`src/segment_convex_hull_clip_macros.svh`:
```
// Assertion macros shared by the hull clip RTL.
// Depends on a clock named clk and an active-low reset named rst_n in scope.
`ifndef SEGMENT_CONVEX_HULL_CLIP_MACROS_SVH
`define SEGMENT_CONVEX_HULL_CLIP_MACROS_SVH

// Check a property at every clock edge outside reset.
`define SEGHC_ASSERT(lbl, prop, msg) \
    lbl: assert property (@(posedge clk) disable iff (!rst_n) prop) else $error(msg);

// Check that a condition never holds outside reset.
`define SEGHC_NEVER(lbl, cond, msg) \
    `SEGHC_ASSERT(lbl, !(cond), msg)

`endif

```
`src/seghc_pkg.sv`:
```
// Shared constants and types for the segment convex hull clip block.
// No dependencies.
`default_nettype none
package seghc_pkg;
    localparam int MAX_SIDES = 16;
    localparam int SLOT_W    = $clog2(MAX_SIDES);
    localparam int CNT_W     = $clog2(MAX_SIDES + 1);

    localparam int DIST_W  = 37;
    localparam int NUM_W   = 38;
    localparam int RATIO_W = 18;
    localparam int QUO_STEPS = 18;

    localparam logic signed [RATIO_W-1:0] ONE_Q16   = 18'sd65536;
    localparam logic signed [RATIO_W-1:0] MONE_Q16  = -18'sd65536;
    localparam logic signed [RATIO_W-1:0] RATIO_MAX = 18'sd131071;
    localparam logic signed [RATIO_W-1:0] RATIO_MIN = -18'sd131072;

    localparam logic ACT_WRITE = 1'b0;
    localparam logic ACT_TRACE = 1'b1;

    localparam logic CFG_SIDE_COUNT = 1'b0;
    localparam logic CFG_EPSILON    = 1'b1;

    localparam logic [16:0] EPS_RESET = 17'd2048;

    typedef struct packed {
        logic                    start;
        logic signed [NUM_W-1:0] num;
        logic signed [NUM_W-1:0] den;
    } div_req_t;

    typedef struct packed {
        logic                      done;
        logic signed [RATIO_W-1:0] quo;
    } div_rsp_t;
endpackage
`default_nettype wire

```
`src/seghc_div.sv`:
```
// Serial signed ratio divider: (num * 65536) / den, truncated, saturated to Q2.16.
// Depends on seghc_pkg.
`default_nettype none
module seghc_div (
    input  wire logic                clk,
    input  wire logic                rst_n,
    input  wire seghc_pkg::div_req_t req,
    output seghc_pkg::div_rsp_t      rsp
);
    import seghc_pkg::*;

    logic                    busy_reg, done_reg, neg_reg, ovf_reg;
    logic [4:0]              cnt_reg;
    logic [NUM_W:0]          rem_reg;
    logic [NUM_W-1:0]        den_reg;
    logic [QUO_STEPS-1:0]    nsh_reg, quo_reg;
    logic [NUM_W-1:0]        a_abs, d_abs;
    logic [NUM_W:0]          trial;
    logic [RATIO_W-1:0]      mag;

    assign a_abs = req.num[NUM_W-1] ? NUM_W'(-req.num) : NUM_W'(req.num);
    assign d_abs = req.den[NUM_W-1] ? NUM_W'(-req.den) : NUM_W'(req.den);
    assign trial = {rem_reg[NUM_W-1:0], nsh_reg[QUO_STEPS-1]};
    assign mag   = ovf_reg ? '1 : quo_reg;

    always_comb
    begin
        rsp.done = done_reg;
        if (neg_reg)
            rsp.quo = (mag > 18'd131072) ? RATIO_MIN : RATIO_W'(-mag);
        else
            rsp.quo = (mag > 18'd131071) ? RATIO_MAX : $signed(mag);
    end

    always_ff @(posedge clk or negedge rst_n)
    begin
        if (!rst_n)
        begin
            busy_reg <= 1'b0;
            done_reg <= 1'b0;
            cnt_reg  <= '0;
        end
        else
        begin
            done_reg <= 1'b0;
            if (req.start)
            begin
                busy_reg <= 1'b1;
                cnt_reg  <= '0;
                neg_reg  <= req.num[NUM_W-1] ^ req.den[NUM_W-1];
                ovf_reg  <= {2'b00, a_abs} >= {d_abs, 2'b00};
                rem_reg  <= (NUM_W+1)'(a_abs[NUM_W-1:2]);
                nsh_reg  <= {a_abs[1:0], 16'd0};
                quo_reg  <= '0;
                den_reg  <= d_abs;
            end
            else if (busy_reg)
            begin
                // one quotient bit per cycle
                if (trial >= {1'b0, den_reg})
                begin
                    rem_reg <= trial - {1'b0, den_reg};
                    quo_reg <= {quo_reg[QUO_STEPS-2:0], 1'b1};
                end
                else
                begin
                    rem_reg <= trial;
                    quo_reg <= {quo_reg[QUO_STEPS-2:0], 1'b0};
                end
                nsh_reg <= {nsh_reg[QUO_STEPS-2:0], 1'b0};
                cnt_reg <= cnt_reg + 5'd1;
                if (cnt_reg == 5'(QUO_STEPS - 1))
                begin
                    busy_reg <= 1'b0;
                    done_reg <= 1'b1;
                end
            end
        end
    end
endmodule
`default_nettype wire

```
`config.mk`:
```
export PLATFORM = sky130hd
export DESIGN_NAME = seghc_div
export DESIGN_NICKNAME = d
export VERILOG_FILES = /design/src/segment_convex_hull_clip_macros.svh /design/src/seghc_pkg.sv /design/src/seghc_div.sv
export SDC_FILE = /design/constraint.sdc
export NUM_CORES = 1
export LEC_CHECK = 0
export ABC_AREA = 0
export BUFFER_PORTS_ARGS = -buffer_cell sky130_fd_sc_hd__buf_2
export CORE_MARGIN = 4
export CORE_UTILIZATION = 50
export CTS_CLUSTER_DIAMETER = 40
export DETAILED_ROUTE_END_ITERATION = 16
export GPL_TIMING_DRIVEN = 0
export PLACE_DENSITY = 0.66
export SLEW_MARGIN = 20
export SYNTH_ARGS = -nofsm -noshare
export SYNTH_HDL_FRONTEND = slang
export SYNTH_SLANG_ARGS = --single-unit
```
`constraint.sdc`:
```
create_clock -name clk -period 5.24 [get_ports clk]
set_input_delay 0.786 -clock clk [delete_from_list [all_inputs] [get_ports clk]]
set_output_delay 0.786 -clock clk [all_outputs]
set_load 0.05 [all_outputs]
```
==> results.md, run 1 <==
* Status: finished clean
* Fin. Hold Viols at 0
* GRT overflow at 0
* Commonest non-fill, non-tap cell in the layout: nand2_1
* Syn_area_per_cell at 8.87 sq um
* Num rows at 52
* Clock Pin Slew Worst Setup and Hold Paths at 60 ps
* DPL Wire Length at 23,400 um
* Number of synthesized flops with an enable pin at 114
* Crit path max-delay cell type: or4b_4
* PortBufs at 96
* Vias in the first global route at 9,081
* Crit Reg-Reg Endpoint: rem_reg[3]
* Synth Register Bits at 121
* Logic pwr share at 36.1%
* WP data arrival at 4380 ps
* Synth Flop Type: edfxtp_1
* CTS root buf: clkbuf_16
* Leakage at 5.11 nW
* Final setup viols at 0
* Area Overhead vs Synth at 16.3%
* Layout cells sized above 1 at 13.6%
* Layout Utilization at 59.7%
* Skew-Pair Late Insertion Delay at 420 ps
* Synth Warn # at 0
* Max FO, Critical Path at 5
* 1st-pass router iterations at 5
* NetSw at 1.34 mW
* Commonest cells after routing, fill and taps aside: nand2_1 (120), edfxtp_1 (114), inv_1 (95), buf_2 (85), ha_1 (79)
* R2R setup slack at 1190 ps
* Initial DRC count at 707
* CTS Buffer Depth at 2
* CTS H-tree lvls at 4
* Gr usage total at 25.7%
* VDD IR-drop max at 168 uV
* Initial core utilization at 51.3%
* Fin crit share at 98.5%
* Slew headroom at 29.6%
* Crit-path cells: or2_4, inv_4, ha_4, or4b_4, or4_4, or3_4, or3_4, or3_4, a21o_4, clkbuf_16, o21ai_1, o21ai_0, o311ai_1, buf_4
* Sequential area share after synthesis at 34.3%
* Cells after synthesis at 1,182
* First-pass GRT wire length at 48,300 um
* Tightest Hold Check Type: primary input to async pin
* Clk pwr share at 30.5%
* Filler cells at 1,855
* Netlist area before placement at 10,500 sq um
* Startpoint types: register
* Worst slew pin tran at 1030 ps
* Fraction of registers with async set/reset at 5.79%
* WL final at 30,600 um
* CP max stage delay at 480 ps
* Drt wl/cell at 19.2 um
* Netlist cell types at 66
* Setup repair after global routing missed its margin: true
* CORE AREA at 20,400 sq um
* WS Path Type: register to output pin
* Worst r2r src: rem_reg[2]
* Sw frac at 35.7%
* Min Clock Period, post-route at 5160 ps
* CTS sink cnt at 121
* Worst path required time at 4450 ps
* Final Skew at 12.6 ps
* Total CTS buffers at 17
* Die Width at 153 um
* Max Cap Violations at 0
* Most frequent cell on the critical path: or3_4
* Pwr/cell area at 307 nW/um^2
* CTS tree: yes
* Via count at 9,532
* F_max at 194 MHz
* Cell Int Power at 2.41 mW
* Die Span Y at 153 um
* Reg power frac at 33.4%
* Final Max Tran Viols at 0
* CP Capture Type: output pin
* Vias/cell at 5.98
* Post-route antenna net violation count at 0
* Ports at 98
* Remaining DRCs at 0
* Pin count of the biggest net entering global routing at 46
* Post-synth net total at 1,342
* Fin nets at 1,469
* FF-to-FF path depth at 11
* Initial antenna violation count at 1
* Gpl congestion at 0.951
* Die area at 23,400 sq um
* Setup TNS at 0 ps
-- what timing repair did --
action                                  in CTS  in global routing
pin swaps                                    5                  2
resized for setup                           30                 18
endpoints found under the setup margin      18                 14
hold buffers                                 0                  0
gates cloned                                 0                  1
buffers inserted                             4                  6
-- per-stage QoR --
step | instances | area, sq um | setup WS, ps | total power [mW] | hold WS (ps)
after floorplan | 1182 | 10500 | -316 | 2.20 | 490
after global placement | 1548 | 11300 | -452 | 2.55 | 535
after detailed placement | 1550 | 11400 | -474 | 2.57 | 540
after CTS | 1586 | 12100 | 41.5 | 3.73 | 559
after global routing | 1593 | 12200 | -33.5 | 3.97 | 566
final | 1593 | 12200 | 78.9 | 3.75 | 549
-- critical path: cells and delay by family (launching register included) --
family	cells	cell delay [ps]
AO/OA/AOI/OAI	4	560
buffers and inverters	3	480
flip-flops	1	450
adder cells (fa/ha/maj)	1	130
AND/OR/NAND/NOR	6	2330
-- synth_stat cells (15+ instances only) --
cell	n	area share [%]
mux2i_1	34	3.2
edfxtp_1	114	33
o311ai_0	30	2.5
clkbuf_1	51	1.8
nand2_1	121	4.3
nor4_1	16	0.95
nor2b_1	15	0.89
nand4_1	46	2.7
a21oi_1	56	2.7
o21ai_0	75	3.6
nand3_1	17	0.81
xor2_1	37	3.1
inv_1	97	3.5
o31ai_1	23	1.6
nand2b_1	19	1.1
xnor2_1	69	5.8
nor2_1	76	2.7
a21o_1	18	1.3
ha_1	80	9.5
-- area by class of cell --
| cell class | instances | area [sq um] | share of cell area [%] |
|---|---|---|---|
| Antenna cell | 1 | 2.50 | 0.0205 |
| Buffer | 60 | 240 | 1.97 |
| Clock buffer | 21 | 440 | 3.61 |
| Clock inverter | 11 | 124 | 1.02 |
| Inverter | 97 | 367 | 3.01 |
| Multi-Input combinational cell | 903 | 6400 | 52.5 |
| Sequential cell | 121 | 3600 | 29.5 |
| Tap cell | 270 | 338 | 2.77 |
| Timing Repair Buffer | 109 | 682 | 5.59 |
-- power by group through the flow --
stage	Combinational [mW]	Sequential, mW	Clock [mW]
2_1_floorplan	0.953	1.25	0
3_3_place_gp	1.28	1.27	0
3_5_place_dp	1.30	1.27	0
4_1_cts	1.33	1.25	1.15
5_1_grt	1.50	1.26	1.21
6_report	1.35	1.25	1.14
-- how the worst max path moves through the flow --
stage | slack, ps | to | from
after floorplan | -320 | rsp[10] | ovf_reg
after global placement | -450 | ovf_reg | req[42]
after detailed placement | -470 | ovf_reg | req[42]
after CTS | 40 | ovf_reg | req[56]
after global routing | -30 | rsp[4] | quo_reg[0]
final | 80 | rsp[13] | quo_reg[0]
-- kinds of logic after synthesis --
kind of cell	synth area share (%)
AO/OA/AOI/OAI	19.2
XOR/XNOR	8.85
adder cells (fa/ha/maj)	9.74
buffers and inverters	5.83
flip-flops	34.3
multiplexers	3.25
AND/OR/NAND/NOR	18.8
-- metal layers --
| layer | wire length (um) | part of all wire, % | global-route usage (%) |
|---|---|---|---|
| met1 | 13900 | 45 | 35.6 |
| met2 | 13900 | 45 | 40.4 |
| met3 | 2070 | 6.8 | 5.46 |
| met4 | 725 | 2.4 | 8.40 |
| met5 | 0 | 0 | 0 |
(Power assumes the default switching activity.)
==> run 2: changes to the inputs <==
--- a/config.mk
+++ b/config.mk
@@ -12,7 +12,7 @@
 export CTS_CLUSTER_DIAMETER = 40
 export DETAILED_ROUTE_END_ITERATION = 16
 export GPL_TIMING_DRIVEN = 0
-export PLACE_DENSITY = 0.66
+export PLACE_DENSITY = 0.69
 export SLEW_MARGIN = 20
 export SYNTH_ARGS = -nofsm -noshare
 export SYNTH_HDL_FRONTEND = slang
==> constraint.sdc (replaced) <==
create_clock -name clk -period 4.2 [get_ports clk]
set_input_delay 0.63 -clock clk [delete_from_list [all_inputs] [get_ports clk]]
set_output_delay 0.63 -clock clk [all_outputs]
set_load 0.05 [all_outputs]
==> results.md, run 2 (synthesized netlist as in run 1, its figures left out) <==
* Most frequent cell on the critical path: or3_4
* Startpoint types: register
* Reg power frac at 32.6%
* Commonest cells after routing, fill and taps aside: nand2_1 (117), edfxtp_1 (114), inv_1 (94), ha_1 (79), buf_2 (78)
* Slew headroom at 33.5%
* Worst path required time at 3570 ps
* VDD IR-drop max at 281 uV
* Multi-input logic area at 6770 sq um
* Die area at 23,400 sq um
* Pin count of the biggest net entering global routing at 46
* Final Skew at 4.99 ps
* Initial core utilization at 51.3%
* DPL Wire Length at 23,700 um
* Max Cap Violations at 0
* Number of buffers and inverters on the critical path at 4
* Vias in the first global route at 9,571
* Clock Pin Slew Worst Setup and Hold Paths at 60 ps
* CP max stage delay at 480 ps
* Top delay family on crit path: simple AND/OR/NAND/NOR gates
* Area Overhead vs Synth at 22.5%
* Final Cell Area at 12,800 sq um
* Sw frac at 35.5%
* Via count at 9,859
* NetSw at 1.70 mW
* Hold Slack at 369 ps
* Fin crit share at 119%
* CTS root buf: clkbuf_16
* Logic pwr share at 37.2%
* Cell Int Power at 3.10 mW
* Setup repair after global routing missed its margin: true
* Final Max Tran Viols at 0
* Clk pwr share at 30.2%
* CP Capture Type: output pin
* Ports at 98
* WS Path Type: register to output pin
* Fin. Hold Viols at 0
* CTS H-tree lvls at 4
* Vias/cell at 6.11
* Leakage at 5.33 nW
* Crit-path cells: buf_6, or2_4, inv_4, ha_4, or4b_4, or4_4, or3_4, or3_4, or3_4, a21o_4, buf_8, o21a_1, o221ai_4, buf_6
* Max FO, Critical Path at 5
* Register area at 3600 sq um
* Setup TNS at -12,770 ps
* CTS tree: yes
* Post-route antenna net violation count at 0
* GRT overflow at 0
* Total CTS buffers at 17
* WP data arrival at 4380 ps
* WL final at 31,900 um
* PortBufs at 96
* CTS sink cnt at 121
* Commonest non-fill, non-tap cell in the layout: nand2_1
* Worst slew pin tran at 998 ps
* Fin nets at 1,489
* Pre-CTS setup slack at -1230 ps
* Initial DRC count at 844
* Violated checks: negative setup slack
* Final setup viols at 19
* Area after DPL at 11,600 sq um
* First-pass GRT wire length at 50,200 um
* Status: finished, violations left
* Die Span Y at 153 um
* Gr usage total at 26.6%
* Layout Utilization at 62.9%
* Drt wl/cell at 19.8 um
* Min Clock Period, post-route at 5010 ps
* CTS Buffer Depth at 2
* Filler cells at 1,746
* Layout cells sized above 1 at 17.9%
* Remaining DRCs at 0
* Gpl congestion at 0.929
* F_max at 200 MHz
* Die Width at 153 um
* Tightest Hold Check Type: primary input to async pin
* Initial antenna violation count at 1
* Num rows at 52
* 1st-pass router iterations at 6
* Crit path max-delay cell type: or4b_4
* Pwr/cell area at 374 nW/um^2
* Fin worst setup slack at -808 ps
* CORE AREA at 20,400 sq um
* Skew-Pair Late Insertion Delay at 430 ps
## run 2: cell types whose count changed in the layout (fill, tap and decap cells not counted), moves of 4 or more
cell	change
o311ai_4	+7
o21ai_2	+8
buf_2	-7
buf_8	+5
o21ai_0	-9
buf_4	+8
o311ai_1	-4
or4_1	-4
or4_4	+4
buf_6	+12
## run 2: cell type report
class                   instances  share of cell area [%]
clock buffers                  24                    3.75
repair buffers                127                    7.25
inverters                      97                    2.91
well taps                     270                    2.63
diodes                          1                  0.0195
multi-input cells             904                    52.7
clock inverters                 8                   0.750
plain buffers                  61                    1.96
flip-flops and latches        121                    28.0
## run 2: path summary, 6_finish.rpt
kind	from	to	slack, ps	cells after the start
min in group clk	req[0]	den_reg[0]	460	1
hold / removal	rst_n	done_reg	370	1
hold reg to reg	nsh_reg[16]	nsh_reg[17]	550	1
setup / recovery	ovf_reg	rsp[4]	-810	14
max in group asynchronous	rst_n	busy_reg	3230	1
setup reg to reg	rem_reg[2]	rem_reg[3]	140	11
## run 2: per-stage QoR
| step | cells | power, mW |
|---|---|---|
| finish | 1613 | 4.80 |
| global route | 1613 | 5.08 |
| CTS | 1597 | 4.76 |
| detailed placement | 1550 | 3.24 |
| global placement | 1548 | 3.20 |
| floorplan | 1182 | 2.78 |
## run 2: per-layer routing
metal	global-route usage (%)	routed length, um	vias to the layer above	part of all wire, %
li1	-	-	4696	-
met1	36.4	14300	4709	45
met2	41.8	14500	378	45
met3	4.86	2060	76	6.4
met4	10.7	1150	0	3.6
met5	0	0	-	0
## run 2: timing repair
action / in CTS / in global routing
setup buffers: 14 / 15
pin swaps: 13 / 9
hold buffers: 0 / 0
hold endpoints to repair: 0 / 0
resized for setup: 80 / 23
endpoints found under the setup margin: 19 / 19
gates cloned: 1 / 1
## run 2: power groups by stage
stage	clock, mW	combinational (mW)	sequential, mW
2_1_floorplan	0	1.22	1.56
3_3_place_gp	0	1.62	1.58
3_5_place_dp	0	1.65	1.59
4_1_cts	1.46	1.74	1.56
5_1_grt	1.53	1.97	1.58
6_report	1.45	1.78	1.57
==> run 3: changes to the inputs <==
--- a/config.mk
+++ b/config.mk
@@ -12,6 +12,7 @@
 export CTS_CLUSTER_DIAMETER = 40
 export DETAILED_ROUTE_END_ITERATION = 16
 export GPL_TIMING_DRIVEN = 0
+export MAX_ROUTING_LAYER = met4
 export PLACE_DENSITY = 0.69
 export SLEW_MARGIN = 20
 export SYNTH_ARGS = -nofsm -noshare
==> results.md, run 3 (synthesized netlist as in run 1, its figures left out) <==
* Fin crit share at 117%
* Fin nets at 1,487
* Clock Pin Slew Worst Setup and Hold Paths at 60 ps
* Max FO, Critical Path at 5
* Pre-CTS setup slack at -1270 ps
* CTS sink cnt at 121
* Clk pwr share at 29.7%
* Startpoint types: register
* Violated checks: negative setup slack
* CTS Buffer Depth at 2
* First-pass GRT wire length at 50,000 um
* Total CTS buffers at 17
* Leakage at 5.30 nW
* Die Width at 153 um
* Sw frac at 35.9%
* Gr usage total at 27.3%
* Area Overhead vs Synth at 21.8%
* Vias in the first global route at 9,439
* Remaining DRCs at 0
* Gpl congestion at 0.938
* Pin count of the biggest net entering global routing at 46
* WP data arrival at 4280 ps
* Final Skew at 8.87 ps
* Ports at 98
* PortBufs at 96
* F_max at 203 MHz
* Num rows at 52
* Worst slew pin tran at 1020 ps
* Cell Int Power at 3.05 mW
* Vias/cell at 5.99
* Min Clock Period, post-route at 4910 ps
* Commonest non-fill, non-tap cell in the layout: nand2_1
* Drt wl/cell at 19.5 um
* CTS H-tree lvls at 4
* VDD IR-drop max at 232 uV
* Initial DRC count at 900
* Skew-Pair Late Insertion Delay at 420 ps
* Post-route antenna net violation count at 0
* Initial antenna violation count at 1
* Max Cap Violations at 0
* CTS tree: yes
* Hold buffer count at cts at 0
* DPL Wire Length at 23,500 um
* CTS root buf: clkbuf_16
* 1st-pass router iterations at 6
* Hold Slack at 378 ps
* Layout cells sized above 1 at 17.8%
* Pwr/cell area at 372 nW/um^2
* Reg power frac at 32.9%
* Final Max Tran Viols at 0
* Fin worst setup slack at -715 ps
* Commonest cells after routing, fill and taps aside: nand2_1 (117), edfxtp_1 (114), inv_1 (95), ha_1 (79), buf_2 (79)
* GRT overflow at 0
* Tightest Hold Check Type: primary input to async pin
* Die area at 23,400 sq um
* NetSw at 1.71 mW
* WL final at 31,400 um
* WS Path Type: register to output pin
* Slew headroom at 30.2%
* Status: finished, violations left
* CORE AREA at 20,400 sq um
* Setup TNS at -11,300 ps
* Worst path required time at 3570 ps
* Via count at 9,648
* Setup repair after global routing missed its margin: true
* Die Span Y at 153 um
* Final setup viols at 19
* Layout Utilization at 62.5%
* Logic pwr share at 37.5%
* CP Capture Type: output pin
* Initial core utilization at 51.3%
* Fin. Hold Viols at 0
## run 3: cell count changes in the layout (fill, tap and decap cells not counted), sizes merged
| cell | previous run | this run |
|---|---|---|
| buf | 136 | 135 |
| clkbuf | 76 | 70 |
| clkinv | 5 | 6 |
| clkinvlp | 1 | 3 |
| inv | 97 | 98 |
## run 3: layout make-up
class	count	area [sq um]
clock inverters	12	128
well taps	270	338
multi-input cells	904	6780
plain buffers	61	248
inverters	97	369
fillers	1743	7650
diodes	1	2.50
flip-flops and latches	121	3600
clock buffers	19	433
repair buffers	125	880
## run 3: power by group through the flow
| stage | registers [mW] | clock network, mW | logic (mW) |
|---|---|---|---|
| 2_1_floorplan | 1.56 | 0 | 1.22 |
| 3_5_place_dp | 1.58 | 0 | 1.65 |
| 5_1_grt | 1.58 | 1.49 | 1.97 |
| 4_1_cts | 1.56 | 1.43 | 1.73 |
| 3_3_place_gp | 1.58 | 0 | 1.62 |
| 6_report | 1.56 | 1.41 | 1.78 |
## run 3: path summary, 6_finish.rpt
| path | startpoint | endpoint | slack (ps) | depth (start not counted) |
|---|---|---|---|---|
| min in group clk | req[0] | den_reg[0] | 470 | 1 |
| min reg2reg | cnt_reg[4] | cnt_reg[4] | 550 | 2 |
| max | ovf_reg | rsp[8] | -710 | 14 |
| max reg2reg | rem_reg[1] | rem_reg[13] | 250 | 11 |
| max in group asynchronous | rst_n | cnt_reg[1] | 3220 | 1 |
| min | rst_n | done_reg | 380 | 1 |
## run 3: per-layer routing
layer / GRT usage [%] / up-vias / routed length (um)
li1: - / 4673 / -
met1: 36.5 / 4568 / 13900
met5: - / - / 0
met3: 4.47 / 60 / 2010
met2: 42.6 / 347 / 14500
met4: 9.25 / 0 / 1040
## run 3: critical path, stage by stage, from the launching register on
cell	delay (ps)
edfxtp_1	400
buf_6	140
or2_4	240
inv_4	60
ha_4	120
or4b_4	460
or4_4	440
or3_4	340
or3_4	350
or3_4	360
a21o_4	240
buf_6	140
o21a_1	200
o221ai_4	180
buf_6	180
## run 3: per-stage QoR
stage | std cells | cell area [sq um] | power [mW]
after CTS | 1598 | 12600 | 4.73
after global placement | 1548 | 11600 | 3.21
final | 1610 | 12800 | 4.76
after global routing | 1610 | 12800 | 5.04
after detailed placement | 1550 | 11600 | 3.23
after floorplan | 1182 | 10700 | 2.78
## run 3: timing repair
action                                  4_1_cts  5_1_grt
endpoints found under the setup margin       19       25
pin swaps                                    17       15
gates resized for setup                      89       11
cloned                                        2        0
setup buffers                                15       11
